===== config.mk =====
export PLATFORM = sky130hd
export DESIGN_NAME = expression_token_lexer_unit
export DESIGN_NICKNAME = d
export VERILOG_FILES = /design/src/hw/rtl/etl_pkg.sv /design/src/hw/rtl/etl_scan.sv /design/src/hw/rtl/etl_tok_fifo.sv /design/src/hw/rtl/expression_token_lexer_unit.sv
export SDC_FILE = /design/constraint.sdc
export NUM_CORES = 1
export LEC_CHECK = 0
export BUFFER_PORTS_ARGS = -buffer_cell sky130_fd_sc_hd__buf_2
export CAP_MARGIN = 25
export CORE_ASPECT_RATIO = 0.8
export CORE_MARGIN = 4
export CORE_UTILIZATION = 24
export CTS_CLUSTER_SIZE = 8
export DETAILED_ROUTE_END_ITERATION = 10
export GPL_TIMING_DRIVEN = 1
export PLACE_DENSITY_LB_ADDON = 0.15
export SLEW_MARGIN = 0
export SYNTH_ARGS = -nofsm -noshare
export SYNTH_HDL_FRONTEND = slang
export SYNTH_SLANG_ARGS = --single-unit

===== constraint.sdc =====
create_clock -name clk_i -period 5.8 [get_ports clk_i]
set_clock_uncertainty 0.05 [all_clocks]
set_input_delay 0.87 -clock clk_i [delete_from_list [all_inputs] [get_ports clk_i]]
set_output_delay 0.87 -clock clk_i [all_outputs]
set_load 0.03 [all_outputs]

===== src/hw/rtl/etl_pkg.sv =====
package etl_pkg;

  localparam int unsigned MaxSourceLengthDefault = 65536;

  localparam int unsigned ModeW = 4;
  localparam int unsigned PosW  = 16;
  localparam int unsigned TypeW = 5;
  localparam int unsigned PrefixW = 40;

  // scan modes
  localparam logic [ModeW-1:0] ModeIdle    = 4'd0;
  localparam logic [ModeW-1:0] ModeGt      = 4'd1;
  localparam logic [ModeW-1:0] ModeLt      = 4'd2;
  localparam logic [ModeW-1:0] ModeBang    = 4'd3;
  localparam logic [ModeW-1:0] ModeEq      = 4'd4;
  localparam logic [ModeW-1:0] ModeNum     = 4'd5;
  localparam logic [ModeW-1:0] ModeIdent   = 4'd6;
  localparam logic [ModeW-1:0] ModeStr     = 4'd7;
  localparam logic [ModeW-1:0] ModeEsc     = 4'd8;
  localparam logic [ModeW-1:0] ModeComment = 4'd9;

  // token types
  localparam logic [TypeW-1:0] TokEof     = 5'd0;
  localparam logic [TypeW-1:0] TokPlus    = 5'd1;
  localparam logic [TypeW-1:0] TokMinus   = 5'd2;
  localparam logic [TypeW-1:0] TokStar    = 5'd3;
  localparam logic [TypeW-1:0] TokSlash   = 5'd4;
  localparam logic [TypeW-1:0] TokLParen  = 5'd5;
  localparam logic [TypeW-1:0] TokRParen  = 5'd6;
  localparam logic [TypeW-1:0] TokComma   = 5'd7;
  localparam logic [TypeW-1:0] TokColon   = 5'd8;
  localparam logic [TypeW-1:0] TokGt      = 5'd9;
  localparam logic [TypeW-1:0] TokGe      = 5'd10;
  localparam logic [TypeW-1:0] TokLt      = 5'd11;
  localparam logic [TypeW-1:0] TokLe      = 5'd12;
  localparam logic [TypeW-1:0] TokNe      = 5'd13;
  localparam logic [TypeW-1:0] TokEqEq    = 5'd14;
  localparam logic [TypeW-1:0] TokAssign  = 5'd15;
  localparam logic [TypeW-1:0] TokString  = 5'd16;
  localparam logic [TypeW-1:0] TokInt     = 5'd17;
  localparam logic [TypeW-1:0] TokIdent   = 5'd18;
  localparam logic [TypeW-1:0] TokPrint   = 5'd19;
  localparam logic [TypeW-1:0] TokIf      = 5'd20;
  localparam logic [TypeW-1:0] TokElse    = 5'd21;
  localparam logic [TypeW-1:0] TokUnknown = 5'd22;
  localparam logic [TypeW-1:0] TokUnterm  = 5'd23;

  // keywords, first character in the low byte
  localparam logic [PrefixW-1:0] KwPrint = 40'h746E697270;
  localparam logic [PrefixW-1:0] KwIf    = 40'h0000006669;
  localparam logic [PrefixW-1:0] KwElse  = 40'h0065736C65;

  typedef struct packed {
    logic [ModeW-1:0]   mode;
    logic [PosW-1:0]    pos;
    logic [PosW-1:0]    start;
    logic [PosW-1:0]    len;
    logic [PrefixW-1:0] prefix;
  } scan_state_t;

  typedef struct packed {
    logic               last;
    logic [PosW-1:0]    len;
    logic [PosW-1:0]    start;
    logic [TypeW-1:0]   ttype;
  } token_t;

endpackage


===== src/hw/rtl/etl_scan.sv =====
module etl_scan import etl_pkg::*; #(
  parameter int unsigned MAX_SOURCE_LENGTH = MaxSourceLengthDefault
) (
  input  scan_state_t st_i,
  input  logic        end_i,
  input  logic [7:0]  char_i,
  output scan_state_t st_o,
  output token_t      tok0_o,
  output token_t      tok1_o,
  output logic [1:0]  tok_cnt_o
);

  localparam logic [PosW-1:0] PosLimit = (MAX_SOURCE_LENGTH - 1 > 65535) ? 16'hFFFF :
                                         PosW'(MAX_SOURCE_LENGTH - 1);
  localparam logic [PosW-1:0] LenLimit = 16'hFFFF;

  localparam logic [7:0] ChPlus   = 8'h2B;
  localparam logic [7:0] ChMinus  = 8'h2D;
  localparam logic [7:0] ChStar   = 8'h2A;
  localparam logic [7:0] ChSlash  = 8'h2F;
  localparam logic [7:0] ChLParen = 8'h28;
  localparam logic [7:0] ChRParen = 8'h29;
  localparam logic [7:0] ChComma  = 8'h2C;
  localparam logic [7:0] ChColon  = 8'h3A;
  localparam logic [7:0] ChGt     = 8'h3E;
  localparam logic [7:0] ChLt     = 8'h3C;
  localparam logic [7:0] ChBang   = 8'h21;
  localparam logic [7:0] ChEq     = 8'h3D;
  localparam logic [7:0] ChQuote  = 8'h22;
  localparam logic [7:0] ChHash   = 8'h23;
  localparam logic [7:0] ChBslash = 8'h5C;
  localparam logic [7:0] ChLf     = 8'h0A;

  function automatic logic [PrefixW-1:0] grow_prefix(logic [PrefixW-1:0] p,
                                                      logic [PosW-1:0] l,
                                                      logic [7:0] c);
    logic [PrefixW-1:0] r;
    r = p;
    if (l < 16'd5) begin
      unique case (l[2:0])
        3'd0:    r[7:0]   = r[7:0]   | c;
        3'd1:    r[15:8]  = r[15:8]  | c;
        3'd2:    r[23:16] = r[23:16] | c;
        3'd3:    r[31:24] = r[31:24] | c;
        default: r[39:32] = r[39:32] | c;
      endcase
    end
    return r;
  endfunction

  function automatic logic [TypeW-1:0] word_type(scan_state_t s);
    logic [TypeW-1:0] t;
    t = TokIdent;
    if (s.mode == ModeNum) t = TokInt;
    else if (s.len == 16'd5 && s.prefix == KwPrint) t = TokPrint;
    else if (s.len == 16'd2 && s.prefix == KwIf) t = TokIf;
    else if (s.len == 16'd4 && s.prefix == KwElse) t = TokElse;
    return t;
  endfunction

  logic            is_digit, is_alpha, is_space;
  logic [PosW-1:0] len_inc;
  logic [PrefixW-1:0] prefix_grown;
  logic            e0_v, e1_v, scan_idle;
  token_t          e0, e1;
  scan_state_t     s;
  logic [PosW-1:0] pos;

  assign is_digit = (char_i >= 8'h30) && (char_i <= 8'h39);
  assign is_alpha = ((char_i >= 8'h61) && (char_i <= 8'h7A)) ||
                    ((char_i >= 8'h41) && (char_i <= 8'h5A));
  assign is_space = (char_i == 8'h20) || ((char_i >= 8'h09) && (char_i <= 8'h0D));
  assign len_inc  = (st_i.len < LenLimit) ? st_i.len + 16'd1 : st_i.len;
  assign prefix_grown = grow_prefix(st_i.prefix, st_i.len, char_i);

  always_comb begin
    s         = st_i;
    pos       = st_i.pos;
    e0_v      = 1'b0;
    e1_v      = 1'b0;
    e0        = '0;
    e1        = '0;
    scan_idle = 1'b0;

    if (end_i) begin
      // flush the open token, then eof; return to reset state
      e0.start = st_i.start;
      e0.len   = st_i.len;
      unique case (st_i.mode)
        ModeGt:    begin e0_v = 1'b1; e0.ttype = TokGt;     e0.len = 16'd1; end
        ModeLt:    begin e0_v = 1'b1; e0.ttype = TokLt;     e0.len = 16'd1; end
        ModeEq:    begin e0_v = 1'b1; e0.ttype = TokAssign; e0.len = 16'd1; end
        ModeNum, ModeIdent: begin e0_v = 1'b1; e0.ttype = word_type(st_i); end
        ModeStr, ModeEsc:   begin e0_v = 1'b1; e0.ttype = TokUnterm; end
        default: ;
      endcase
      e1_v     = 1'b1;
      e1.ttype = TokEof;
      e1.start = st_i.pos;
      e1.len   = '0;
      s        = '0;
    end else begin
      if (st_i.pos < PosLimit) s.pos = st_i.pos + 16'd1;
      e0.start = st_i.start;
      e0.len   = st_i.len;
      unique case (st_i.mode)
        ModeGt, ModeLt, ModeBang, ModeEq: begin
          s.mode = ModeIdle;
          if (char_i == ChEq) begin
            e0_v   = 1'b1;
            e0.len = 16'd2;
            unique case (st_i.mode)
              ModeGt:   e0.ttype = TokGe;
              ModeLt:   e0.ttype = TokLe;
              ModeBang: e0.ttype = TokNe;
              default:  e0.ttype = TokEqEq;
            endcase
          end else begin
            scan_idle = 1'b1;
            e0_v      = (st_i.mode != ModeBang);
            e0.len    = 16'd1;
            unique case (st_i.mode)
              ModeGt:  e0.ttype = TokGt;
              ModeLt:  e0.ttype = TokLt;
              default: e0.ttype = TokAssign;
            endcase
          end
        end
        ModeNum, ModeIdent: begin
          if (is_digit || is_alpha) begin
            if (is_alpha) s.mode = ModeIdent;
            s.len    = len_inc;
            s.prefix = prefix_grown;
          end else begin
            e0_v      = 1'b1;
            e0.ttype  = word_type(st_i);
            s.mode    = ModeIdle;
            scan_idle = 1'b1;
          end
        end
        ModeStr: begin
          if (char_i == ChQuote) begin
            e0_v     = 1'b1;
            e0.ttype = TokString;
            s.mode   = ModeIdle;
          end else begin
            if (char_i == ChBslash) s.mode = ModeEsc;
            s.len    = len_inc;
            s.prefix = prefix_grown;
          end
        end
        ModeEsc: begin
          s.mode   = ModeStr;
          s.len    = len_inc;
          s.prefix = prefix_grown;
        end
        ModeComment: begin
          if (char_i == ChLf) s.mode = ModeIdle;
        end
        default: begin
          s.mode    = ModeIdle;
          scan_idle = 1'b1;
        end
      endcase

      if (scan_idle) begin
        e1.start = pos;
        e1.len   = 16'd1;
        unique case (char_i)
          ChPlus:   begin e1_v = 1'b1; e1.ttype = TokPlus;   end
          ChMinus:  begin e1_v = 1'b1; e1.ttype = TokMinus;  end
          ChStar:   begin e1_v = 1'b1; e1.ttype = TokStar;   end
          ChSlash:  begin e1_v = 1'b1; e1.ttype = TokSlash;  end
          ChLParen: begin e1_v = 1'b1; e1.ttype = TokLParen; end
          ChRParen: begin e1_v = 1'b1; e1.ttype = TokRParen; end
          ChComma:  begin e1_v = 1'b1; e1.ttype = TokComma;  end
          ChColon:  begin e1_v = 1'b1; e1.ttype = TokColon;  end
          ChGt, ChLt, ChBang, ChEq: begin
            unique case (char_i)
              ChGt:    s.mode = ModeGt;
              ChLt:    s.mode = ModeLt;
              ChBang:  s.mode = ModeBang;
              default: s.mode = ModeEq;
            endcase
            s.start  = pos;
            s.len    = '0;
            s.prefix = '0;
          end
          ChQuote: begin
            s.mode   = ModeStr;
            s.start  = (pos < PosLimit) ? pos + 16'd1 : PosLimit;
            s.len    = '0;
            s.prefix = '0;
          end
          ChHash: s.mode = ModeComment;
          default: begin
            if (is_digit || is_alpha) begin
              s.mode   = is_digit ? ModeNum : ModeIdent;
              s.start  = pos;
              s.len    = 16'd1;
              s.prefix = {32'd0, char_i};
            end else if (!is_space) begin
              e1_v     = 1'b1;
              e1.ttype = TokUnknown;
            end
          end
        endcase
      end
    end
  end

  // pack the emitted tokens in order and mark the final one
  always_comb begin
    tok0_o = e0_v ? e0 : e1;
    tok1_o = e1;
    tok0_o.last = !(e0_v && e1_v);
    tok1_o.last = 1'b1;
    tok_cnt_o   = {1'b0, e0_v} + {1'b0, e1_v};
  end

  assign st_o = s;

endmodule


===== src/hw/rtl/etl_tok_fifo.sv =====
module etl_tok_fifo import etl_pkg::*; (
  input  logic       clk_i,
  input  logic       rst_ni,
  input  token_t     wr0_i,
  input  token_t     wr1_i,
  input  logic [1:0] wr_cnt_i,
  output logic       room_o,
  output logic       valid_o,
  input  logic       pop_i,
  output token_t     head_o
);

  localparam int unsigned Depth = 4;
  localparam int unsigned PtrW  = $clog2(Depth);

  token_t            mem_q [Depth];
  logic [PtrW-1:0]   wr_ptr_q, rd_ptr_q;
  logic [PtrW:0]     cnt_q;
  logic              pop;

  assign pop     = pop_i && (cnt_q != '0);
  assign valid_o = (cnt_q != '0);
  assign head_o  = mem_q[rd_ptr_q];
  // two free entries guarantee space for the worst-case word
  assign room_o  = (cnt_q <= (PtrW+1)'(Depth - 2));

  always_ff @(posedge clk_i) begin
    if (wr_cnt_i != 2'd0) mem_q[wr_ptr_q] <= wr0_i;
    if (wr_cnt_i == 2'd2) mem_q[wr_ptr_q + PtrW'(1)] <= wr1_i;
  end

  always_ff @(posedge clk_i or negedge rst_ni) begin
    if (!rst_ni) begin
      wr_ptr_q <= '0;
      rd_ptr_q <= '0;
      cnt_q    <= '0;
    end else begin
      wr_ptr_q <= wr_ptr_q + PtrW'(wr_cnt_i);
      if (pop) rd_ptr_q <= rd_ptr_q + PtrW'(1);
      cnt_q <= cnt_q + (PtrW+1)'(wr_cnt_i) - (PtrW+1)'(pop);
    end
  end

endmodule


===== src/hw/rtl/expression_token_lexer_unit.sv =====
// A token is written into the token queue register when its source byte is taken.
// Throughput: one source byte per cycle; a byte that yields two tokens writes both
// to the queue at once, and the four-entry token queue stalls input only when it holds
// more than two tokens.
// Reset (rst_ni low, asynchronous): scan state idle, position zero, token queue empty.
module expression_token_lexer_unit import etl_pkg::*; #(
  parameter int unsigned MAX_SOURCE_LENGTH = MaxSourceLengthDefault
) (
  input  logic        clk_i,
  input  logic        rst_ni,
  // byte stream in
  input  logic        s_axis_tvalid,
  output logic        s_axis_tready,
  input  logic [7:0]  s_axis_tdata,   // [7:0] char_code
  input  logic        s_axis_tuser,   // [0] command (0 char, 1 end of source)
  // token stream out
  output logic        m_axis_tvalid,
  input  logic        m_axis_tready,
  output logic [39:0] m_axis_tdata,   // [4:0] token_type, [20:5] token_start,
                                      // [36:21] token_length, [39:37] zero
  output logic        m_axis_tlast    // last_of_run
);

  scan_state_t st_q, st_d;
  token_t      tok0, tok1, head;
  logic [1:0]  tok_cnt, wr_cnt;
  logic        accept, room;

  assign s_axis_tready = room;
  assign accept        = s_axis_tvalid && room;

  // Scan one word against the held state: close any pending token, then treat the byte as a
  // fresh start if the pending token did not absorb it; at end of source, flush it and add eof.
  etl_scan #(
    .MAX_SOURCE_LENGTH (MAX_SOURCE_LENGTH)
  ) u_scan (
    .st_i      (st_q),
    .end_i     (s_axis_tuser),
    .char_i    (s_axis_tdata),
    .st_o      (st_d),
    .tok0_o    (tok0),
    .tok1_o    (tok1),
    .tok_cnt_o (tok_cnt)
  );

  // Advance the scanner only on an accepted word.
  always_ff @(posedge clk_i or negedge rst_ni) begin
    if (!rst_ni) begin
      st_q <= '0;
    end else if (accept) begin
      st_q <= st_d;
    end
  end

  assign wr_cnt = accept ? tok_cnt : 2'd0;

  // Hold finished tokens until the sink takes them.
  etl_tok_fifo u_fifo (
    .clk_i    (clk_i),
    .rst_ni   (rst_ni),
    .wr0_i    (tok0),
    .wr1_i    (tok1),
    .wr_cnt_i (wr_cnt),
    .room_o   (room),
    .valid_o  (m_axis_tvalid),
    .pop_i    (m_axis_tready),
    .head_o   (head)
  );

  assign m_axis_tdata = {3'b000, head.len, head.start, head.ttype};
  assign m_axis_tlast = head.last;

endmodule

==> metrics, run 1 <==
fin nets 1,286; Data arrival, critical path 5.00 ns; share of cells above drive strength 1 between 10% and 20%; routed vias 10,700; dominant synthesized flop cell dfrtp_1; CTS Hold Bufs 0; die width around 270 µm; setup bufs post-CTS 0; Avg Cell Area, Syn 10.6 µm²; layout filler cell count 5,660; Reg power frac between 30% and 40%; CTS tree done; Final Max Slew Viols 0; initial antenna violation count 1; power density over the cells 460 mW/mm²; final setup fails 0; WL per Instance 22.5 µm; max-cap viol count 0; first-pass iteration count of the detailed router 5; final hold vios 0; CTS root buf clkbuf_16; Highest Signal Layer met5; fin crit share 80.1%; CTS clock-pin slew for the worst setup and hold paths 0.05 ns; status finished, final reports clean; internal power about 4300 µW; Yosys reg bits 251; die height 218 µm; Starting Density approximately a quarter; post-synthesis cell area 0.0132 mm²; largest net degree at the start of global routing 57; LEAKAGE about 0.0055 µW; Total Wirelength 44.6 mm; setup TNS 0 ns; global-route wire length before repair 68.5 mm; Post-Syn Instances 1,248; Final Util 28.3%; H-tree levels 2; Port-buffer cells 52; clk sinks around 250; worst-skew pair later-pin latency about 0.54 ns; required time worst endpoint 6.15 ns; area of the multi-input gates between 0.006 and 0.007 mm²; Overall Power 7070 µW; core area roughly 0.054 mm²; Worst Tran Pin Value 1.04 ns; Max Clock Freq 215 MHz; CP max FO 26; global route total overflow 0; vias in the first global route approximately 11,000; Async S/R FF share, synth 39.4%; YS warnings 0; clock power share 30.6%; Crit Path Class in -> reg; most frequent cells in the layout nand2_1, dfrtp_1, nor2_1; GRT Total Usage 15.0%; met3 WL 2.48 mm; DRC 0; leading cell type in the layout, fill and taps excluded nand2_1; Setup crit start kind primary input; CP Capture Type register; Max VDD drop between 0.15 and 0.2 mV; maximum root-to-sink buffer count 3; cts repair resizes 0; Comb pwr share 34.0%; Switching Share about 39%; Max transition margin between 20% and 30%; die footprint 0.0590 mm²; Site Rows 76; Via density 5.37; path category of the worst min-delay check in -> async; met2 wire length 19.3 mm; register area 0.00640 mm²; Reg2Reg Depth 11; Post-synth EDFFs 88; Detail Placement HPWL 30.3 mm; post-layout minimum cycle time between 4 and 5 ns; Routed Antenna Nets 0; RSZ-0062 raised after global routing no; library cells used by synthesis between 80 and 90; I/O Pins 56; Routed met1 length 21.7 mm; Final Wtd Congestion around 0.86; Switch Pwr 2780 µW; DRT iter0 DRCs just over 800; synthesis-to-finish area growth 16.0%; total CTS buffers 38; n_diodes 0; sequential share of the synthesized area roughly half
[power by group through the flow]
stage          clock [µW]  sequential, µW  combinational, µW
2_1_floorplan           0            2260               1840
3_3_place_gp            0            2570               2350
3_5_place_dp            0            2530               2420
4_1_cts              2240            2500               2420
5_1_grt              2310            2550               2610
6_report             2160            2500               2400
[logic make-up (layout without fill, tap and decap cells)]
kind of cell / count (synthesis) / count (layout) / synth area share [%]
xor+xnor: 10 / 10 / 0.661
other cells: 1 / 3 / 0.0283
compound gates: 409 / 409 / 23.6
mux: 49 / 49 / 7.32
flops: 251 / 251 / 48.3
fa+ha+maj: 13 / 13 / 1.27
simple gates: 372 / 372 / 14.1
buf+inv: 143 / 175 / 4.69
[layer usage]
layer	global-route usage, %	vias to the layer above
met5	0	-
met4	4.09	2
met3	2.79	74
met2	22.7	325
met1	21.8	5367
li1	-	4885
[Yosys cell counts (13+ instances only)]
| library cell | instances | area [µm²] |
|---|---|---|
| a21oi_1 | 52 | 260 |
| a22o_1 | 78 | 683 |
| a32o_1 | 59 | 591 |
| and3_1 | 17 | 106 |
| buf_2 | 16 | 80.1 |
| clkbuf_1 | 82 | 308 |
| dfrtp_1 | 99 | 2480 |
| dfxtp_1 | 64 | 1280 |
| edfxtp_1 | 88 | 2640 |
| inv_1 | 23 | 86.3 |
| mux4_2 | 38 | 856 |
| nand2_1 | 98 | 368 |
| nand3_1 | 34 | 170 |
| nand4_1 | 14 | 87.6 |
| nor2_1 | 92 | 345 |
| nor3_1 | 19 | 95.1 |
| nor4_1 | 18 | 113 |
| o21a_1 | 28 | 210 |
| o21ai_0 | 63 | 315 |
| o22ai_1 | 18 | 113 |
| or3_1 | 13 | 81.3 |
[sequential cells by signal, indices dropped and copies added, names as in the netlist]
signal           cells
u_fifo.cnt_q         3
u_fifo.mem_q       152
st_q                92
u_fifo.wr_ptr_q      2
u_fifo.rd_ptr_q      2
[through the flow]
step / cell area, µm² / setup WS [ns] / std cells / hold slack [ns]
floorplan: 13200 / 1.17 / 1250 / 0.370
detailed placement: 14200 / 0.686 / 1923 / 0.394
CTS: 15400 / 1.21 / 1984 / 0.386
global route: 15400 / 0.838 / 1984 / 0.422
global placement: 14200 / 0.753 / 1921 / 0.392
finish: 15400 / 1.15 / 1984 / 0.368
[path summary, 6_finish.rpt]
kind / startpoint / endpoint / slack (ns)
hold / removal: rst_ni / st_q[51]$_DFFE_PN0P_ / 0.37
min in group clk_i: u_fifo.mem_q[3][22]$_SDFFE_PP0N_ / u_fifo.mem_q[3][22]$_SDFFE_PP0N_ / 0.41
hold reg to reg: u_fifo.mem_q[3][22]$_SDFFE_PP0N_ / u_fifo.mem_q[3][22]$_SDFFE_PP0N_ / 0.41
max in group asynchronous: rst_ni / st_q[70]$_DFFE_PN0P_ / 4.15
setup reg to reg: st_q[88]$_DFFE_PN0P_ / u_fifo.mem_q[0][5]$_DFFE_PP_ / 1.20
setup / recovery: s_axis_tdata[4] / u_fifo.mem_q[0][5]$_DFFE_PP_ / 1.15
[worst max-delay path: stages]
cell and delay (ns):
buf_2 0.24, nor3_1 0.41, nand2_1 0.21, a211oi_2 0.47, nor2_1 0.16, o41ai_1 0.45, buf_4 0.18, ha_1 0.34
o21ai_2 0.18, or3_1 0.45, a21oi_2 0.75, a22o_1 0.27
[cell type report]
type | count | area share (%)
clock inverters | 4 | 0.603
clock buffers | 57 | 6.86
inverters | 24 | 0.587
multi-input cells | 856 | 40.7
flip-flops and latches | 251 | 41.7
well taps | 702 | 5.72
repair buffers | 90 | 3.84
(Power assumes the default switching activity.)
==> inputs of run 2 (changes only) <==
Clock period 5.8 ns to 4.4 ns, I/O delays scaled along.
==> metrics, run 2 (synthesis results as in run 1) <==
status finished, final reports clean; final hold vios 0 (unchanged); final setup fails 0 (unchanged); Routed Antenna Nets 0 (unchanged); first-pass iteration count of the detailed router 5 (unchanged); largest net degree at the start of global routing 85 (+49%); CTS clock-pin slew for the worst setup and hold paths 0.06 ns (about the same); clk sinks 251 (unchanged); DRT iter0 DRCs 755 (-8.0%); required time worst endpoint 4.75 ns (-1.40 ns); WHS 0.412 ns (+0.0435 ns); RSZ-0062 raised after global routing no; share of cells above drive strength 1 19.5% (+2.8 points); biggest regs u_fifo.mem_q (152), st_q (92), u_fifo.cnt_q (3); Final Max Slew Viols 0 (unchanged); synthesis-to-finish area growth 19.4%; CP Capture Type register; CP max FO 16 (-38%); core area 0.0542 mm² (unchanged); final instance area 0.0158 mm² (+2.9%); Data arrival, critical path 4.31 ns (-0.69 ns); WL per Instance 22.1 µm (-1.8%); initial antenna violation count 1 (unchanged); vias in the first global route 10,700 (+1.7%); max-cap viol count 0 (unchanged); routed vias 10,600 (-0.51%); global-route wire length before repair 69.2 mm (+1.1%); dpl cells 1,968 (+2.3%); total CTS buffers 38 (unchanged); die width 271 µm (unchanged); I/O Pins 56 (unchanged); Reg2Reg Depth 11 (unchanged); fin nets 1,332 (+3.6%); post-layout minimum cycle time 3.96 ns; Post-DP Area 0.0147 mm² (+3.2%); Port-buffer cells 52 (unchanged); Max Clock Freq between 200 and 300 MHz; fin crit share 90.0%; DRC 0 (unchanged); die footprint 0.0590 mm² (unchanged); CTS tree done; Max VDD drop 0.315 mV (+63%); Setup crit start kind register; Via density 5.21 (-3.0%); GRT Total Usage 15.1% (+0.12 points); Starting Density 24.4% (unchanged); LEAKAGE 0.00576 µW (+4.3%); Total Wirelength 44.9 mm (+0.72%); global route total overflow 0 (unchanged); Max transition margin 20.9% (-8.8 points); Final Non-Filler Cells 2,034 (+2.5%); worst-skew pair later-pin latency 0.55 ns (about the same); leading cell type in the layout, fill and taps excluded nand2_1; CTS root buf clkbuf_16; max FFs per register 152 (unchanged); Detail Placement HPWL 30.7 mm (+1.4%); Reg with most FFs u_fifo.mem_q; Crit Path Class reg -> reg; die height 218 µm (unchanged); maximum root-to-sink buffer count 3 (unchanged); Final Wtd Congestion 0.821 (-4.2%); power density over the cells 598 mW/mm² (+30%); path category of the worst min-delay check reg -> reg; Worst Tran Pin Value 1.19 ns (+0.142 ns); H-tree levels 2 (unchanged); Hold Path Depth 2; most frequent cells in the layout nand2_1, dfrtp_1, nor2_1; Site Rows 76 (unchanged)
==> run 2: cell type report <==
| cell class | instances | area (µm²) |
|---|---|---|
| Sequential cell | 251 | 6400 |
| Tap cell | 702 | 878 |
| Timing Repair Buffer | 136 | 1050 |
| Fill cell | 5618 | 38400 |
| Inverter | 24 | 93.8 |
| Clock buffer | 60 | 1060 |
| Antenna cell | 1 | 2.50 |
| Clock inverter | 4 | 67.6 |
| Multi-Input combinational cell | 856 | 6250 |
==> run 2: final timing paths <==
check	slack, ns	start	to
hold reg to reg	0.41	u_fifo.mem_q[3][22]$_SDFFE_PP0N_	u_fifo.mem_q[3][22]$_SDFFE_PP0N_
max in group asynchronous	3.02	rst_ni	st_q[82]$_DFFE_PN0P_
min in group asynchronous	0.48	rst_ni	st_q[8]$_DFFE_PN0P_
hold / removal	0.41	u_fifo.mem_q[3][22]$_SDFFE_PP0N_	u_fifo.mem_q[3][22]$_SDFFE_PP0N_
setup reg to reg	0.44	st_q[90]$_DFFE_PN0P_	u_fifo.mem_q[3][11]$_DFFE_PP_
setup / recovery	0.44	st_q[90]$_DFFE_PN0P_	u_fifo.mem_q[3][11]$_DFFE_PP_
==> run 2: critical path: stages (launching register included) <==
cell      delay (ns)
dfrtp_1         0.65
nand2_1         0.16
a211oi_2        0.29
nor2_1          0.12
o41ai_1         0.57
ha_1            0.38
buf_4           0.18
nor3_1          0.18
buf_4           0.16
a31oi_4         0.04
nor2_2          0.76
a22o_1          0.26
==> run 2: stage by stage <==
step | worst slack [ns] | power (µW) | utilization [%] | setup TNS [ns]
6_report | 0.441 | 9450 | 29.2 | 0
4_1_cts | 0.397 | 9580 | 29.2 | 0
3_3_place_gp | -0.0194 | 6710 | 27.0 | -0.268
3_5_place_dp | 0.0331 | 6720 | 27.1 | 0
2_1_floorplan | 0.0198 | 5390 | - | 0
5_1_grt | 0.0808 | 9990 | 29.2 | 0
==> run 2: power by group <==
part,internal [µW],switching [µW]
combinational,1250,2170
sequential,2800,442
clock,1710,1070
total,5760,3690
==> run 2: per-layer routing <==
metal  GRT usage [%]  up-vias  routed length, µm
li1                -     4978                  -
met1            22.8     5312              23000
met2            22.1      241              18900
met3            2.68       66               2100
met4            3.99        2                860
met5               0        -                 13
==> run 2: repair_timing <==
action	4_1_cts	5_1_grt
buffers inserted	0	0
setup endpoints to repair	0	0
hold endpoints to repair	15	0
hold buffers	1	0
gates resized for setup	0	0
==> inputs of run 3 (changes only) <==
--- a/config.mk
+++ b/config.mk
@@ -11,3 +11,3 @@
 export CORE_MARGIN = 4
-export CORE_UTILIZATION = 24
+export CORE_UTILIZATION = 40
 export CTS_CLUSTER_SIZE = 8
==> constraint.sdc (replaced) <==
create_clock -name clk_i -period 4.4 [get_ports clk_i]
set_clock_uncertainty 0.05 [all_clocks]
set_input_delay 0.44 -clock clk_i [delete_from_list [all_inputs] [get_ports clk_i]]
set_output_delay 0.44 -clock clk_i [all_outputs]
set_load 0.03 [all_outputs]
==> metrics, run 3 (synthesis results as in run 1) <==
CP max FO 16 (unchanged); Total Wirelength 38.8 mm (-14%); Routed Antenna Nets 0 (unchanged); CP max stage delay 0.68 ns (-0.08 ns); core area 0.0326 mm² (-40%); Final Max Slew Viols 0 (unchanged); Crit Path Class reg -> reg; Starting Density 40.7% (+16 points); Port-buffer cells 52 (unchanged); required time worst endpoint 4.74 ns (about the same); I/O Pins 56 (unchanged); clk sinks 251 (unchanged); setup bufs post-CTS 0 (unchanged); max-cap viol count 0 (unchanged); GRT Total Usage 21.3% (+6.2 points); DRC 0 (unchanged); Comb pwr share 35.0% (-1.2 points); Data arrival, critical path 4.37 ns (+0.06 ns); LEAKAGE 0.00563 µW (-2.2%); final hold vios 9 (+9); Worst Tran Pin Value 1.01 ns (-0.174 ns); Reg power frac 35.6% (+1.3 points); CTS tree done; CP Capture Type register; synthesis-to-finish area growth 14.7%; power density over the cells 601 mW/mm² (+0.57%); CTS Hold Bufs 0 (-1); Reg with most FFs u_fifo.mem_q; Final Wtd Congestion 0.902 (+9.8%); status finished, violations left; clock power share 29.4% (about the same); Via density 6.23 (+20%); worst slack, placed 0.142 ns (+0.109 ns); most frequent cells in the layout nand2_1, dfrtp_1, nor2_1; Max Clock Freq 248 MHz (-1.8%); CTS clock-pin slew for the worst setup and hold paths 0.05 ns (about the same); delay-heaviest family, CP compound AO/OA/AOI/OAI gates; final setup fails 0 (unchanged); Top cell by count, worst path nor2_1; largest net degree at the start of global routing 63 (-26%); n_diodes 0 (-1); global route total overflow 0 (unchanged); internal power 5630 µW (-2.2%); biggest regs u_fifo.mem_q (152), st_q (92), u_fifo.cnt_q (3); WHS -0.00492 ns (-0.416 ns); maximum root-to-sink buffer count 3 (unchanged); die footprint 0.0361 mm² (-39%); leading cell type in the layout, fill and taps excluded nand2_1; Detail Placement HPWL 26.6 mm (-13%); Max transition margin 31.8% (+11 points); setup TNS 0 ns (unchanged); post-layout minimum cycle time 4.03 ns (+0.0722 ns); routed vias 10,800 (+2.1%); worst-skew pair later-pin latency 0.52 ns (-0.03 ns); Worst Path Buf+Inv 1 (-1); max FFs per register 152 (unchanged); Final Util 46.7% (+17 points); RSZ-0062 raised after global routing no; DRT iter0 DRCs 1,182 (+57%); share of cells above drive strength 1 18.0% (-1.4 points); H-tree levels 2 (unchanged); Switch Pwr 3500 µW (-5.1%); total CTS buffers 37 (-2.6%); die width 211 µm (-22%); CP cell instances nand2b_1, o311ai_1, o211ai_2, nor2_1, o41ai_1, ha_1, o21ai_2, nor2_1, buf_4, a31oi_4, nor2_2, a22o_1; die height 171 µm (-22%); cts repair resizes 0 (unchanged); path category of the worst min-delay check in -> async; WL per Instance 22.4 µm (+1.4%); initial antenna violation count 0 (-1); fin nets 1,311 (-1.6%); CTS root buf clkbuf_16; Worst path slowest cell dfrtp_1; Setup crit start kind register; global-route wire length before repair 61.4 mm (-11%); Switching Share 38.3% (-0.71 points); first-pass iteration count of the detailed router 6 (+1); Site Rows 59 (-22%); Max VDD drop 0.282 mV (-10%); fin crit share 91.6% (+1.6 points); vias in the first global route 10,400 (-3.2%); Setup WS post-layout 0.369 ns (-0.0722 ns); violations in the final reports negative hold slack
[run 3: path summary, 6_finish.rpt]
kind | slack (ns) | depth (start not counted) | startpoint | endpoint
max | 0.37 | 12 | st_q[91]$_DFFE_PN0P_ | u_fifo.mem_q[3][8]$_DFFE_PP_
min | -0.005 | 1 | rst_ni | st_q[34]$_DFFE_PN0P_
max reg2reg | 0.37 | 12 | st_q[91]$_DFFE_PN0P_ | u_fifo.mem_q[3][8]$_DFFE_PP_
min reg2reg | 0.40 | 2 | u_fifo.mem_q[1][22]$_SDFFE_PP0N_ | u_fifo.mem_q[1][22]$_SDFFE_PP0N_
max in group asynchronous | 3.27 | 2 | rst_ni | st_q[86]$_DFFE_PN0P_
min in group clk_i | 0.20 | 3 | s_axis_tdata[1] | st_q[33]$_DFFE_PN0P_
[run 3: through the flow]
| stage | cells | instance area [µm²] | total power, µW | hold slack [ns] |
|---|---|---|---|---|
| 5_1_grt | 1735 | 15200 | 9630 | 0.0669 |
| 3_3_place_gp | 1673 | 14100 | 6430 | 0.386 |
| 2_1_floorplan | 1250 | 13200 | 5390 | 0.0944 |
| 4_1_cts | 1734 | 15200 | 9180 | 0.0135 |
| 6_report | 1735 | 15200 | 9130 | -0.00492 |
| 3_5_place_dp | 1673 | 14100 | 6460 | 0.394 |
[run 3: power by group through the flow]
stage / logic (µW) / registers, µW / clock network (µW)
floorplan: 2420 / 2970 / 0
global placement: 3110 / 3320 / 0
detailed placement: 3130 / 3330 / 0
CTS: 3140 / 3280 / 2750
global route: 3460 / 3300 / 2860
finish: 3200 / 3250 / 2680
[run 3: area by class of cell]
type                       count  area [µm²]
sequential                   251        6400
clock buffer                  58        1030
clock inverter                 3        66.3
multi-input combinational    856        6250
inverter                      24        90.1
tap                          427         534
timing repair buffer         116         818
fill                        3033       17400
[run 3: worst register-to-register path, cell delays in order (launching register included)]
cell	delay [ns]
dfrtp_1	0.68
nand2b_1	0.30
o311ai_1	0.20
o211ai_2	0.11
nor2_1	0.08
o41ai_1	0.60
ha_1	0.30
o21ai_2	0.14
nor2_1	0.23
buf_4	0.19
a31oi_4	0.10
nor2_2	0.64
a22o_1	0.27
[run 3: per-layer routing]
layer  routed length, µm  up-vias  GRT usage, %
li1                    -     4920             -
met1               18400     5414          32.8
met2               16900      437          31.6
met3                2950       46          3.70
met4                 584        0          4.48
met5                   0        -             0
